==> config.mk <==
export PLATFORM = sky130hd
export DESIGN_NAME = door_access_lock_controller
export DESIGN_NICKNAME = d
export VERILOG_FILES = /design/src/rtl/dalc_pkg.sv /design/src/rtl/door_access_lock_controller.sv
export VERILOG_INCLUDE_DIRS = /design/src /design/src/rtl
export SDC_FILE = /design/constraint.sdc
export NUM_CORES = 1
export LEC_CHECK = 0
export ABC_AREA = 1
export BUFFER_PORTS_ARGS = -buffer_cell sky130_fd_sc_hd__buf_2
export CORE_ASPECT_RATIO = 1.5
export CORE_MARGIN = 10
export CORE_UTILIZATION = 59
export DETAILED_ROUTE_END_ITERATION = 10
export PLACE_DENSITY_LB_ADDON = 0.12
export SLEW_MARGIN = 10
export SYNTH_ARGS = -nofsm -noshare
export SYNTH_HDL_FRONTEND = slang
export SYNTH_SLANG_ARGS = --single-unit
==> constraint.sdc <==
create_clock -name aclk -period 3.44 [get_ports aclk]
set_input_delay 0.172 -clock aclk [delete_from_list [all_inputs] [get_ports aclk]]
set_output_delay 0.172 -clock aclk [all_outputs]
set_load 0.01 [all_outputs]
==> src/rtl/door_access_lock_controller_defines.svh <==
// ----------------------------------------------------------------------------
// Door access lock controller assertion macros
// Shared assertion forms used at the end of the top level.
// ----------------------------------------------------------------------------
`ifndef DOOR_ACCESS_LOCK_CONTROLLER_DEFINES_SVH
`define DOOR_ACCESS_LOCK_CONTROLLER_DEFINES_SVH

// The consequent must hold in the same cycle as the antecedent.
`define DALC_ASSERT_SAME(label, clk, rstn, ante, cons, msg) \
    label: assert property (@(posedge clk) disable iff (!(rstn)) \
        (ante) |-> (cons)) else $error(msg);

// The consequent must hold in the cycle after the antecedent.
`define DALC_ASSERT_NEXT(label, clk, rstn, ante, cons, msg) \
    label: assert property (@(posedge clk) disable iff (!(rstn)) \
        (ante) |=> (cons)) else $error(msg);

`endif

==> src/rtl/dalc_pkg.sv <==
// ----------------------------------------------------------------------------
// Door access lock controller package
// Opcodes, result codes, register indexes and timer helpers.
// ----------------------------------------------------------------------------
`default_nettype none

package dalc_pkg;

    localparam int TIMER_WIDTH      = 16;
    localparam int RELOCK_TICKS     = 5;
    localparam int MS_PER_SECOND    = 1000;
    localparam int TICK_MS          = 100;
    localparam int TICKS_PER_SECOND = MS_PER_SECOND / TICK_MS;
    localparam int RELOCK_WIDTH     = $clog2(RELOCK_TICKS + 1);
    localparam int CARD_WIDTH       = 32;
    localparam int CFG_DATA_WIDTH   = 8;
    localparam int CFG_ADDR_WIDTH   = 2;

    typedef logic [TIMER_WIDTH-1:0]    timer_t;
    typedef logic [RELOCK_WIDTH-1:0]   relock_cnt_t;
    typedef logic [CFG_DATA_WIDTH-1:0] seconds_t;

    typedef enum logic [2:0] {
        OP_TICK          = 3'd0,
        OP_CARD_SWIPE    = 3'd1,
        OP_BUMP          = 3'd2,
        OP_REMOTE_UNLOCK = 3'd3,
        OP_REMOTE_LOCK   = 3'd4
    } opcode_t;

    typedef enum logic [1:0] {
        ACC_NONE       = 2'd0,
        ACC_GRANTED    = 2'd1,
        ACC_DENIED     = 2'd2,
        ACC_LOCKED_OUT = 2'd3
    } access_t;

    typedef enum logic [CFG_ADDR_WIDTH-1:0] {
        REG_SENSOR_ENABLED = 2'd0,
        REG_FIXED_DELAY    = 2'd1,
        REG_SENSOR_TIMEOUT = 2'd2,
        REG_OPEN_ALARM     = 2'd3
    } cfg_index_t;

    localparam relock_cnt_t RELOCK_LOAD = RELOCK_WIDTH'(RELOCK_TICKS);

    // Saturating increment of an elapsed-tick counter.
    function automatic timer_t sat_inc(input timer_t value);
        return (value == '1) ? value : value + timer_t'(1);
    endfunction

    // True once the elapsed tick count covers the given number of seconds.
    function automatic logic reached(input timer_t elapsed, input seconds_t secs);
        timer_t limit;
        limit = timer_t'(secs) * timer_t'(TICKS_PER_SECOND);
        return elapsed >= limit;
    endfunction

endpackage

`default_nettype wire

==> src/rtl/door_access_lock_controller.sv <==
// ----------------------------------------------------------------------------
// Door access lock controller
// An item is taken into an input register whenever that register is empty or
// moves on in the same cycle, so one item is accepted in every clock cycle
// while the result side keeps up. The lock state is updated by one pass of
// short logic between the input register and the result register, so each
// item's result is offered on the result channel once it has moved from the
// input register into the result register; the sustained rate is one item
// per cycle. Ticks (every 100 ms) drive the unlock and door-open timers,
// card swipes and bumps raise an unlock request that the next usable tick
// carries out, and remote lock and unlock commands only change the lock
// output and set command ok. Configuration is written through a plain write
// port and must only be changed while no item is in flight.
// ----------------------------------------------------------------------------
`default_nettype none

`include "door_access_lock_controller_defines.svh"

module door_access_lock_controller (
    input  wire logic                               aclk,
    input  wire logic                               aresetn,

    // Configuration write port.
    input  wire logic                               cfg_we,
    input  wire logic [dalc_pkg::CFG_ADDR_WIDTH-1:0] cfg_addr,
    input  wire logic [dalc_pkg::CFG_DATA_WIDTH-1:0] cfg_wdata,

    // Input item channel.
    input  wire logic                               s_valid,
    output logic                                    s_ready,
    input  wire logic [2:0]                         s_opcode,
    input  wire logic                               s_tag_known,
    input  wire logic                               s_lockout_active,
    input  wire logic                               s_door_open,
    input  wire logic [dalc_pkg::CARD_WIDTH-1:0]    s_card_id,

    // Result item channel.
    output logic                                    m_valid,
    input  wire logic                               m_ready,
    output logic                                    m_lock_level,
    output logic                                    m_relay_level,
    output logic                                    m_buzzer_level,
    output logic [1:0]                              m_access_result,
    output logic                                    m_alert_pulse,
    output logic                                    m_command_ok,
    output logic [dalc_pkg::CARD_WIDTH-1:0]         m_card_echo
);

    import dalc_pkg::*;

    // ------------------------------------------------------------------
    // Configuration registers.
    // ------------------------------------------------------------------
    logic     sensor_enabled_reg;
    seconds_t fixed_delay_reg;
    seconds_t sensor_timeout_reg;
    seconds_t open_alarm_reg;

    always_ff @(posedge aclk) begin
        if (!aresetn) begin
            sensor_enabled_reg <= 1'b0;
            fixed_delay_reg    <= seconds_t'(5);
            sensor_timeout_reg <= seconds_t'(10);
            open_alarm_reg     <= seconds_t'(0);
        end else if (cfg_we) begin
            unique case (cfg_index_t'(cfg_addr))
                REG_SENSOR_ENABLED: sensor_enabled_reg <= cfg_wdata[0];
                REG_FIXED_DELAY:    fixed_delay_reg    <= cfg_wdata;
                REG_SENSOR_TIMEOUT: sensor_timeout_reg <= cfg_wdata;
                REG_OPEN_ALARM:     open_alarm_reg     <= cfg_wdata;
                default: ;
            endcase
        end
    end

    // ------------------------------------------------------------------
    // Input register. The item moves on whenever the result register is
    // free or is being emptied in this cycle.
    // ------------------------------------------------------------------
    logic                  in_valid_reg;
    logic [2:0]            in_opcode_reg;
    logic                  in_tag_known_reg;
    logic                  in_lockout_reg;
    logic                  in_door_open_reg;
    logic [CARD_WIDTH-1:0] in_card_id_reg;
    logic                  advance;

    assign advance = in_valid_reg && (!m_valid || m_ready);
    assign s_ready = !in_valid_reg || advance;

    always_ff @(posedge aclk) begin
        if (!aresetn) begin
            in_valid_reg <= 1'b0;
        end else if (s_ready) begin
            in_valid_reg <= s_valid;
        end
    end

    always_ff @(posedge aclk) begin
        if (s_valid && s_ready) begin
            in_opcode_reg    <= s_opcode;
            in_tag_known_reg <= s_tag_known;
            in_lockout_reg   <= s_lockout_active;
            in_door_open_reg <= s_door_open;
            in_card_id_reg   <= s_card_id;
        end
    end

    // ------------------------------------------------------------------
    // Controller state.
    // ------------------------------------------------------------------
    logic        unlock_request_reg, unlock_request_next;
    logic        unlock_timing_reg,  unlock_timing_next;
    timer_t      unlock_elapsed_reg, unlock_elapsed_next;
    logic        prev_open_reg,      prev_open_next;
    logic        open_timing_reg,    open_timing_next;
    timer_t      open_elapsed_reg,   open_elapsed_next;
    relock_cnt_t relock_cnt_reg,     relock_cnt_next;
    logic        lock_reg,           lock_next;
    logic        relay_reg,          relay_next;
    logic        buzzer_reg,         buzzer_next;

    access_t               access_next;
    logic                  alert_next;
    logic                  cmd_ok_next;
    logic [CARD_WIDTH-1:0] echo_next;

    // One pass of the controller for the item in the input register. The
    // variables are updated in the same order as the behavior is defined:
    // timers advance first, then the relock wait, the pending unlock, and
    // finally the relock and alarm decisions.
    always_comb begin
        logic skip_alarm;

        unlock_request_next = unlock_request_reg;
        unlock_timing_next  = unlock_timing_reg;
        unlock_elapsed_next = unlock_elapsed_reg;
        prev_open_next      = prev_open_reg;
        open_timing_next    = open_timing_reg;
        open_elapsed_next   = open_elapsed_reg;
        relock_cnt_next     = relock_cnt_reg;
        lock_next           = lock_reg;
        relay_next          = relay_reg;
        buzzer_next         = buzzer_reg;
        access_next         = ACC_NONE;
        alert_next          = 1'b0;
        cmd_ok_next         = 1'b0;
        echo_next           = '0;
        skip_alarm          = 1'b0;

        unique case (in_opcode_reg)
            OP_TICK: begin
                if (unlock_timing_reg) begin
                    unlock_elapsed_next = sat_inc(unlock_elapsed_reg);
                end
                if (open_timing_reg) begin
                    open_elapsed_next = sat_inc(open_elapsed_reg);
                end

                if (relock_cnt_reg != '0) begin
                    // Relock wait: the sensor level is ignored until the
                    // count runs out, then the door locks.
                    relock_cnt_next = relock_cnt_reg - relock_cnt_t'(1);
                    if (relock_cnt_next == '0) begin
                        lock_next          = 1'b1;
                        relay_next         = 1'b0;
                        unlock_timing_next = 1'b0;
                    end else begin
                        skip_alarm = 1'b1;
                    end
                end else begin
                    if (unlock_request_reg) begin
                        lock_next           = 1'b0;
                        relay_next          = 1'b1;
                        unlock_timing_next  = 1'b1;
                        unlock_elapsed_next = '0;
                        unlock_request_next = 1'b0;
                    end

                    if (!sensor_enabled_reg) begin
                        skip_alarm = 1'b1;
                        if (unlock_timing_next &&
                            reached(unlock_elapsed_next, fixed_delay_reg)) begin
                            lock_next          = 1'b1;
                            relay_next         = 1'b0;
                            unlock_timing_next = 1'b0;
                        end
                    end else begin
                        if (prev_open_reg != in_door_open_reg) begin
                            prev_open_next = in_door_open_reg;
                            if (in_door_open_reg) begin
                                open_timing_next  = 1'b1;
                                open_elapsed_next = '0;
                            end else begin
                                buzzer_next      = 1'b0;
                                open_timing_next = 1'b0;
                            end
                        end

                        if (unlock_timing_next) begin
                            if (reached(unlock_elapsed_next, sensor_timeout_reg)) begin
                                lock_next          = 1'b1;
                                relay_next         = 1'b0;
                                unlock_timing_next = 1'b0;
                            end else if (prev_open_next) begin
                                relock_cnt_next = RELOCK_LOAD;
                                skip_alarm      = 1'b1;
                            end
                        end
                    end
                end

                // The door-open alarm turns the buzzer on; only a door seen
                // closed turns it off again.
                if (!skip_alarm && open_alarm_reg != '0 && open_timing_next &&
                    reached(open_elapsed_next, open_alarm_reg)) begin
                    buzzer_next = 1'b1;
                end
            end
            OP_CARD_SWIPE: begin
                echo_next = in_card_id_reg;
                if (!in_tag_known_reg) begin
                    access_next = ACC_DENIED;
                    alert_next  = 1'b1;
                end else if (in_lockout_reg) begin
                    access_next = ACC_LOCKED_OUT;
                    alert_next  = 1'b1;
                end else begin
                    access_next         = ACC_GRANTED;
                    unlock_request_next = 1'b1;
                end
            end
            OP_BUMP: begin
                unlock_request_next = 1'b1;
                cmd_ok_next         = 1'b1;
            end
            OP_REMOTE_UNLOCK: begin
                lock_next   = 1'b0;
                cmd_ok_next = 1'b1;
            end
            OP_REMOTE_LOCK: begin
                lock_next   = 1'b1;
                cmd_ok_next = 1'b1;
            end
            default: ;
        endcase
    end

    always_ff @(posedge aclk) begin
        if (!aresetn) begin
            unlock_request_reg <= 1'b0;
            unlock_timing_reg  <= 1'b0;
            unlock_elapsed_reg <= '0;
            prev_open_reg      <= 1'b0;
            open_timing_reg    <= 1'b0;
            open_elapsed_reg   <= '0;
            relock_cnt_reg     <= '0;
            lock_reg           <= 1'b1;
            relay_reg          <= 1'b0;
            buzzer_reg         <= 1'b0;
        end else if (advance) begin
            unlock_request_reg <= unlock_request_next;
            unlock_timing_reg  <= unlock_timing_next;
            unlock_elapsed_reg <= unlock_elapsed_next;
            prev_open_reg      <= prev_open_next;
            open_timing_reg    <= open_timing_next;
            open_elapsed_reg   <= open_elapsed_next;
            relock_cnt_reg     <= relock_cnt_next;
            lock_reg           <= lock_next;
            relay_reg          <= relay_next;
            buzzer_reg         <= buzzer_next;
        end
    end

    // ------------------------------------------------------------------
    // Result register.
    // ------------------------------------------------------------------
    logic                  m_valid_reg;
    logic                  m_lock_reg;
    logic                  m_relay_reg;
    logic                  m_buzzer_reg;
    access_t               m_access_reg;
    logic                  m_alert_reg;
    logic                  m_cmd_ok_reg;
    logic [CARD_WIDTH-1:0] m_echo_reg;

    always_ff @(posedge aclk) begin
        if (!aresetn) begin
            m_valid_reg <= 1'b0;
        end else if (advance) begin
            m_valid_reg <= 1'b1;
        end else if (m_ready) begin
            m_valid_reg <= 1'b0;
        end
    end

    always_ff @(posedge aclk) begin
        if (advance) begin
            m_lock_reg   <= lock_next;
            m_relay_reg  <= relay_next;
            m_buzzer_reg <= buzzer_next;
            m_access_reg <= access_next;
            m_alert_reg  <= alert_next;
            m_cmd_ok_reg <= cmd_ok_next;
            m_echo_reg   <= echo_next;
        end
    end

    assign m_valid         = m_valid_reg;
    assign m_lock_level    = m_lock_reg;
    assign m_relay_level   = m_relay_reg;
    assign m_buzzer_level  = m_buzzer_reg;
    assign m_access_result = m_access_reg;
    assign m_alert_pulse   = m_alert_reg;
    assign m_command_ok    = m_cmd_ok_reg;
    assign m_card_echo     = m_echo_reg;

    // ------------------------------------------------------------------
    // Assertions.
    // ------------------------------------------------------------------
    // The relay is energized exactly while the unlock timer runs.
    `DALC_ASSERT_SAME(a_relay_tracks_timer, aclk, aresetn, 1'b1,
        relay_reg == unlock_timing_reg, "relay level differs from unlock timer state")
    // A relock wait only exists while the unlock timer runs.
    `DALC_ASSERT_SAME(a_relock_needs_timer, aclk, aresetn, relock_cnt_reg != '0,
        unlock_timing_reg, "relock wait without running unlock timer")
    // A card number is only echoed together with a swipe verdict.
    `DALC_ASSERT_SAME(a_echo_has_verdict, aclk, aresetn, m_valid_reg && m_echo_reg != '0,
        m_access_reg != ACC_NONE, "card echo without access result")
    // The buzzer can only switch on when a tick is processed.
    `DALC_ASSERT_NEXT(a_buzzer_on_tick, aclk, aresetn,
        !buzzer_reg && !(advance && in_opcode_reg == OP_TICK), !buzzer_reg,
        "buzzer turned on outside a tick")

endmodule

`default_nettype wire
======== After elaboration in Yosys (flattened, before gate mapping) ========
Index checks and enable logic that the tools add are counted.
word-level totals
  register bits after elaboration ......... 146
  output and inout port bits .............. 41
  word-level logic and storage cells ...... 162
cells by class
  bitwise gates (word level) .............. 1
  magnitude comparators ................... 3
  $add $sub $neg .......................... 3
  muxes and demuxes ....................... 76
  multipliers ............................. 3
  reductions and logical operators ........ 32
  equality and inequality tests ........... 15
operators by type and width
  operator                                              number
  2-to-1 mux 16 bit                                     13
  2-to-1 mux 1 bit                                      54
  greater-or-equal comparator 16 x 12 -> 1 bit          3
  multiplier 8 x 3 -> 11 bit (second input constant)    3
  adder 16 x 1 -> 16 bit (second input constant)        2
  equality test 16 bit (second input constant)          2
  2-to-1 mux 3 bit                                      5
  AND reduction 2 bit                                   6
  != test 2 bit (second input constant)                 4
  nonzero test 2 bit                                    4
  nonzero test 8 bit                                    1
  equality test 3 x 2 -> 1 bit (second input constant)  2
  logical AND 1 bit                                     6
  logical NOT 3 bit                                     2
  case mux 1 bit (3 select lines)                       2
  AND reduction 6 bit                                   1
  nonzero test 3 bit                                    2
  AND reduction 5 bit                                   1
  equality test 2 bit (second input constant)           2
  2-to-1 mux 2 bit                                      2
  AND reduction 4 bit                                   1
  equality test 3 x 1 -> 1 bit (second input constant)  1
  equality test 3 bit (second input constant)           1
  logical NOT 1 bit                                     3
  9 further kinds                                       10

======== Logic depth before layout (Yosys ltp) ========
Gate-level depths: netlist of run 1.
  word-level depth ........................ 18
  gate-level depth with buffers ........... 26

======== Least setup slack after synthesis of run 1 ========
Ideal clock, no wire load.
  path type ............................... register to register
  start ................................... reg sensor_timeout_reg[1]
  end ..................................... reg relock_cnt_reg[2]
  cell stages (with the launch flop) ...... 21
  period minus slack after synthesis ...... 3.099 ns
  path slack .............................. 0.341 ns
  arrival time ............................ 2.967 ns
  path buffers ............................ 0
  setup time .............................. 0.132 ns
  cell sequence ........................... dfxtp_1 > ha_1 > ha_1 > fa_1 > a31oi_1 > o21ai_0 > a21oi_1 > xor2_1 > ha_1 > nand2_1 > inv_1 > nand3_1 > nor2_1 > nand4_1 > nand2_1 > nor2_1 > nand4_1 > nand2_1 > nand3_1 > nand2_1 > a21oi_1
on the way
  word-level cells in the longest chain between the ends .. 4
RTL lines
  what                                          line                                text
  from (decl)                                   door_access_lock_controller.sv:56   seconds_t sensor_timeout_reg;
  from (signal assigned)                        door_access_lock_controller.sv:63   sensor_timeout_reg <= seconds_t'(10);
  from (signal assigned)                        door_access_lock_controller.sv:69   REG_SENSOR_TIMEOUT: sensor_timeout_reg <= cfg_wdata;
  multiplier 8 x 3 -> 11 bit                    dalc_pkg.sv:55                      limit = timer_t'(secs) * timer_t'(TICKS_PER_SECOND);
  greater-or-equal comparator 16 x 12 -> 1 bit  dalc_pkg.sv:56                      return elapsed >= limit;
  != test 2 bit (no source line)                -
  AND reduction 6 bit (no source line)          -
  to (signal assigned)                          door_access_lock_controller.sv:268  relock_cnt_reg <= relock_cnt_next;
  to (decl)                                     door_access_lock_controller.sv:118  relock_cnt_t relock_cnt_reg, relock_cnt_next;
Every way passes these cells.
A chain may end at the register's enable or synchronous reset.

======== Worst setup path in the final report of run 1 ========
  start ................................... reg sensor_timeout_reg[3]
  end ..................................... reg relock_cnt_reg[0]
The elaborated chain is that of the path after synthesis.

==> results.py, run 1 <==
metrics = {
    "status": {
        "status": "complete, no violations",
    },
    "floorplan": {
        "die_w_um": 116,
        "core_area_mm2": 0.0135,
        "initial_core_util_pct": 60.2,
        "io_pins": 94,
        "die_area_mm2": 0.0190,
        "die_y_um": 164,
        "num_rows": 52,
    },
    "routing": {
        "drtPass1Iterations": 5,
        "avgViaCountPerCell": 5.32,
        "drtIter0Drc": 416,
        "wl_per_cell_um": 14.8,
        "ant_nets": 0,
        "drc": 0,
        "vias": 6968,
        "drt-total-wl_um": 19300,
    },
    "grt": {
        "antenna_found_initial": 0,
        "grt_max_degree": 43,
        "grt_pass1_wl_um": 31800,
        "grt_overflow": 0,
        "track_usage_pct": 20.7,
        "grt_pass1_vias": 6916,
    },
    "worst_setup_path": {
        "crit_top_cell": "nand2_1",
        "path_cells": "ha_4, ha_4, fa_2, a31oi_4, o21ai_1, a21oi_1, xor2_1, ha_1, nand2_1, inv_1, nand3_2, nor2_2, nand4_1, nand2_1, nor2_2, nand4_1, nand2_2, nand3_1, nand2_1, a21oi_1",
        "critPathSlowestCell": "fa_2",
        "cp_data_arrival_time_ps": 3470,
        "worstSetupStartpointType": "register",
        "cp.required_ps": 3690,
        "cp-end-kind": "register",
        "critPathMaxFanout": 4,
        "max_stage_delay_ps": 420,
        "crit_type": "reg2reg",
    },
    "finish": {
        "drive_gt1_share_pct": 16.5,
        "final_util_pct": 73.6,
        "final_cell_mix": "nand2_1 (169), inv_1 (154), nor2_1 (110)",
        "layout_commonest_cell": "nand2_1",
        "syn_to_final_growth_pct": 22.2,
        "n_antenna_cell": 0,
        "nNetsFinal": 1262,
    },
    "timing": {
        "relSlewSlack_pct": 25.9,
        "min_period_ps": 3220,
        "rsz0062_at_grt": "yes",
        "hold_viol": 0,
        "postLayoutSetupSlackWorst_ps": 225,
        "worst_pin_slew_ps": 1110,
        "fin_skew_ps": 15.6,
        "fin_hold_ws_ps": 9.21,
        "drv_slew": 0,
        "setup_viol": 0,
        "fin_crit_sh_pct": 93.5,
        "fmax_mhz": 311,
    },
    "yosys": {
        "async_flop_share_pct": 0,
        "ys.flop_type": "edfxtp_1",
        "synth_edf_count": 76,
        "syn_avg_cell_area_um2": 8.26,
        "netlist_instances": 986,
        "synth_area_mm2": 0.00815,
        "yosys_warnings": 0,
        "syn_nets": 1113,
        "synth-seq-cells": 145,
        "yosysSeqAreaShare_pct": 45.0,
        "synth_cell_types": 42,
    },
    "clock_tree": {
        "cts_made_buffers": 17,
        "cts.sinks": 145,
        "clkTransAtPathRegs_ps": 70,
        "cts_buffer_depth": 2,
        "cts_max_level": 4,
        "clk_latency_ps": 430,
        "tritoncts": "yes",
        "cts_root_buf": "clkbuf_16",
    },
    "pwr": {
        "power_leakage_nw": 4.49,
        "ir_worst_vdd_uv": 295,
        "p_per_area_mw_per_mm2": 424,
    },
    "placed_design": {
        "portBuffers": 93,
        "pre_cts_slack_ps": 47.3,
        "dp_hpwl_um": 13300,
        "gp_congestion": 0.891,
    },
    "hold_path": {
        "min_path_type": "in2reg",
    },
    "job": {
        "drv_cap": 0,
    },
}
## cell families after synthesis
family / count (synthesis) / synth area share [%]
and+or+nand+nor: 386 / 20.4
buffers and inverters: 185 / 8.72
DFF: 145 / 45.0
xor gates and xnor gates: 34 / 3.65
AOI/OAI and AO/OA: 162 / 10.6
adders and majority gates: 74 / 11.6
## per-layer routing
metal | routed length (µm) | up-vias | track usage (%) | part of all wire, %
met3 | 896 | 38 | 4.02 | 4.6
met2 | 9940 | 178 | 37.0 | 51
met1 | 8090 | 3192 | 23.2 | 42
met4 | 408 | 0 | 8.62 | 2.1
met5 | 0 | - | 0 | 0
li1 | - | 3560 | - | -
## critical path: cells and delay by family, from the launching register on
| kind | cells | cell delay, ps |
|---|---|---|
| fa+ha+maj | 4 | 1060 |
| flops | 1 | 360 |
| compound gates | 4 | 510 |
| buf+inv | 1 | 50 |
| simple gates | 10 | 900 |
| xor+xnor | 1 | 170 |
## stage by stage
step / area [µm²] / power, mW / TNS, ps / instances
2_1_floorplan: 8150 / 2.24 / 0 / 986
3_3_place_gp: 8830 / 2.37 / 0 / 1233
3_5_place_dp: 8830 / 2.38 / 0 / 1233
4_1_cts: 9780 / 4.21 / 0 / 1303
5_1_grt: 9950 / 4.38 / -182 / 1310
6_report: 9950 / 4.22 / 0 / 1310
## final timing paths
| path | startpoint | endpoint | slack, ps | cells after the start |
|---|---|---|---|---|
| worst max register to register | sensor_timeout_reg[3] | relock_cnt_reg[0] | 220 | 20 |
| worst min-delay path | cfg_wdata[2] | fixed_delay_reg[2] | 9 | 3 |
| worst min register to register | relock_cnt_reg[1] | relock_cnt_reg[1] | 490 | 2 |
| worst max-delay path | sensor_timeout_reg[3] | relock_cnt_reg[0] | 220 | 20 |
## Yosys cell counts, types with 2 or more instances
| cell type | number | area [µm²] |
|---|---|---|
| inv_2 | 4 | 15.0 |
| nor4_1 | 4 | 25.0 |
| inv_1 | 154 | 578 |
| ha_1 | 71 | 888 |
| o31ai_1 | 2 | 15.0 |
| edfxtp_1 | 76 | 2280 |
| xnor2_1 | 12 | 105 |
| nor2_1 | 114 | 428 |
| nand3_1 | 46 | 230 |
| nor3_1 | 15 | 75.1 |
| buf_2 | 2 | 10.0 |
| o21a_1 | 2 | 15.0 |
| clkbuf_1 | 19 | 71.3 |
| nand2_1 | 171 | 642 |
| dfxtp_1 | 69 | 1380 |
| o41ai_1 | 2 | 17.5 |
| clkinv_1 | 3 | 11.3 |
| fa_1 | 3 | 60.1 |
| nor2_8 | 2 | 40.0 |
| or2_2 | 5 | 31.3 |
| o21ai_0 | 60 | 300 |
| xor2_1 | 22 | 193 |
| nand4_1 | 21 | 131 |
| nor2_2 | 3 | 18.8 |
| a21oi_1 | 81 | 405 |
| o211ai_1 | 3 | 22.5 |
| a31oi_1 | 4 | 25.0 |
| a211oi_1 | 2 | 15.0 |
## what timing repair did
item                       in CTS  in global routing
hold buffers                   38                  0
setup buffers                   0                  7
setup endpoints to repair       0                  9
hold endpoints to repair       38                  0
gates resized for setup         0                 33
## layout make-up
class | instances | area [µm²]
clock buffer | 18 | 429
inverter | 162 | 611
tap | 162 | 203
timing repair buffer | 153 | 1010
clock inverter | 14 | 144
fill | 1038 | 3580
sequential | 145 | 3670
multi-input combinational | 656 | 3880
## power by group
group / switching (mW) / leakage [nW] / internal [mW]
sequential: 0.0395 / 1.28 / 1.90
combinational: 0.268 / 2.94 / 0.197
clock: 0.798 / 0.269 / 1.02
Note: power is estimated with default switching activity, not from simulation.
==> run 2: changes to the inputs <==
==> constraint.sdc (replaced) <==
create_clock -name aclk -period 3.31 [get_ports aclk]
set_input_delay 0.1655 -clock aclk [delete_from_list [all_inputs] [get_ports aclk]]
set_output_delay 0.1655 -clock aclk [all_outputs]
set_load 0.01 [all_outputs]
==> run 2 against run 1 <==
  * Cell count rose by 1.4%
  * Critical endpoint is now relock_cnt_reg[1]
  * Power is 2.9% higher
  * Critical path depth did not move
  * First-iteration DRC count increased by 1.9%
  * Clock-buffer cell count unchanged
  * Clock power is essentially flat
  * Core utilization grew 1.5 points
==> results.py, run 2 (synthesized netlist as in run 1, its figures left out) <==
metrics = {
    "status": {
        "status": "complete, no violations",
    },
    "worst_setup_path": {
        "crit_top_cell": "nand2_1",
        "path_cells": "ha_4, ha_4, fa_2, a31oi_4, o21ai_1, a21oi_1, xor2_1, ha_1, nand2_1, inv_1, nand3_2, nor2_2, nand4_1, nand2_1, nor2_2, nand4_1, nand2_2, nand3_2, nand2_1, a21oi_1",
        "regToRegSetupSlack_ps": 110,
        "cp.required_ps": 3560,
        "r2r.worst_path.cells": 20,
        "r2r_start": "sensor_timeout_reg[3]",
        "critPathBufInv": 1,
        "max_stage_delay_ps": 390,
        "critPathSlowestCell": "fa_2",
        "cp_data_arrival_time_ps": 3450,
        "crit_type": "reg2reg",
        "cp-end-kind": "register",
        "crit_family": "adder cells",
        "timing.rr.end": "relock_cnt_reg[1]",
        "worstSetupStartpointType": "register",
        "critPathMaxFanout": 4,
    },
    "grt": {
        "grt_use_met3_pct": 4.31,
        "busiest_layer": "met2",
        "antenna_found_initial": 0,
        "gr-usage-met1_pct": 24.0,
        "grt_pass1_vias": 7059,
        "grt_max_degree": 40,
        "track_usage_pct": 21.5,
        "grt_pass1_wl_um": 32800,
        "grt_util_met2_pct": 39.1,
        "grt_overflow": 0,
    },
    "finish": {
        "final_util_pct": 75.0,
        "fill_cells": 1021,
        "final_cell_mix": "nand2_1 (168), inv_1 (154), nor2_1 (108)",
        "n_antenna_cell": 0,
        "syn_to_final_growth_pct": 24.6,
        "layout_commonest_cell": "nand2_1",
        "nNetsFinal": 1280,
        "drive_gt1_share_pct": 19.5,
    },
    "routing": {
        "drt-total-wl_um": 20300,
        "drc": 0,
        "drtPass1Iterations": 7,
        "wl_per_cell_um": 15.3,
        "ant_nets": 0,
        "avgViaCountPerCell": 5.33,
        "vias": 7079,
        "drtIter0Drc": 424,
    },
    "floorplan": {
        "io_pins": 94,
        "core_area_mm2": 0.0135,
        "die_w_um": 116,
        "num_rows": 52,
        "die_y_um": 164,
        "initial_core_util_pct": 60.2,
        "die_area_mm2": 0.0190,
    },
    "timing": {
        "fmax_mhz": 312,
        "relSlewSlack_pct": 26.9,
        "fin_skew_ps": 9.90,
        "finalSetupTns_ps": 0,
        "hold_viol": 0,
        "fin_crit_sh_pct": 96.7,
        "drv_slew": 0,
        "worst_pin_slew_ps": 1100,
        "rsz0062_at_grt": "yes",
        "min_period_ps": 3200,
        "setup_viol": 0,
    },
    "pwr": {
        "pwr-share-seq_pct": 46.4,
        "clkPwrFrac_pct": 41.8,
        "swShare_pct": 26.9,
        "power_leakage_nw": 4.58,
        "internal_power_mw": 3.18,
        "p_per_area_mw_per_mm2": 428,
        "pwr-share-comb_pct": 11.8,
        "ir_worst_vdd_uv": 274,
        "power.switching_mw": 1.17,
    },
    "job": {
        "drv_cap": 0,
    },
    "placed_design": {
        "gp_congestion": 0.896,
        "portBuffers": 93,
        "dp_hpwl_um": 13600,
    },
    "clock_tree": {
        "clkTransAtPathRegs_ps": 60,
        "cts_buffer_depth": 2,
        "clk_latency_ps": 420,
        "cts_root_buf": "clkbuf_16",
        "cts_made_buffers": 17,
        "tritoncts": "yes",
        "cts_max_level": 4,
        "cts.sinks": 145,
    },
    "hold_path": {
        "min_path_type": "in2reg",
        "hold_end": "sensor_timeout_reg[7]",
        "min-delay-start": "cfg_wdata[7]",
        "hold_path_depth": 3,
    },
}
run 2: cell count changes in the layout (fill, tap and decap cells not counted), sizes merged:
cell	delta
buf	+18
clkinv	+2
bufinv	-1
inv	-1
run 2: what timing repair did:
item	in CTS	in global routing
resized for setup	5	50
endpoints found under the setup margin	4	9
hold endpoints to repair	38	0
pin swaps	2	26
hold buffers	38	0
setup buffers	1	10
run 2: cell type report:
type / count / area [µm²] / share of cell area, %
clock inverters: 14 / 123 / 1.21
multi-input cells: 656 / 3960 / 39.0
flip-flops and latches: 145 / 3680 / 36.2
repair buffers: 171 / 1150 / 11.3
clock buffers: 18 / 429 / 4.23
inverters: 162 / 611 / 6.01
well taps: 162 / 203 / 2.00
run 2: worst register-to-register path, cell delays in order, from the launching register on:
cell and delay (ps):
dfxtp_4 370, ha_4 250, ha_4 160, fa_2 390, a31oi_4 150, o21ai_1 90
a21oi_1 180, xor2_1 170, ha_1 250, nand2_1 100, inv_1 60, nand3_2 70
nor2_2 40, nand4_1 60, nand2_1 80, nor2_2 120, nand4_1 140, nand2_2 140
nand3_2 90, nand2_1 80, a21oi_1 60
run 2: worst max path at each step:
stage                                startpoint           endpoint  slack, ps  cells past startpoint
after floorplan           sensor_timeout_reg[1]  relock_cnt_reg[2]        210                     20
after global placement    sensor_timeout_reg[3]  relock_cnt_reg[2]         20                     20
after detailed placement  sensor_timeout_reg[3]  relock_cnt_reg[1]        -70                     20
after CTS                 sensor_timeout_reg[1]  relock_cnt_reg[1]         30                     20
after global routing      sensor_timeout_reg[3]  relock_cnt_reg[2]       -110                     20
final                     sensor_timeout_reg[3]  relock_cnt_reg[1]        110                     20
run 2: metal layers:
layer	vias to the layer above	wire length (µm)
met5	-	0
met4	0	321
met3	28	1020
met2	189	10800
met1	3277	8130
li1	3585	-
run 2: power groups by stage:
stage	registers (mW)	clock network, mW	logic (mW)
3_3_place_gp	2.05	0	0.423
6_report	2.02	1.82	0.512
2_1_floorplan	2.06	0	0.271
4_1_cts	2.01	1.82	0.477
5_1_grt	2.02	1.91	0.579
3_5_place_dp	2.05	0	0.432
run 2: metrics by stage:
stage	hold WS, ps	cells	area (µm²)	power, mW	worst slack [ps]
floorplan	264	986	8150	2.33	211
global placement	342	1247	8930	2.47	17.4
detailed placement	344	1247	8930	2.48	-72.3
CTS	14.5	1318	9890	4.31	31.1
global route	34.4	1328	10200	4.51	-105
finish	17.1	1328	10200	4.35	109
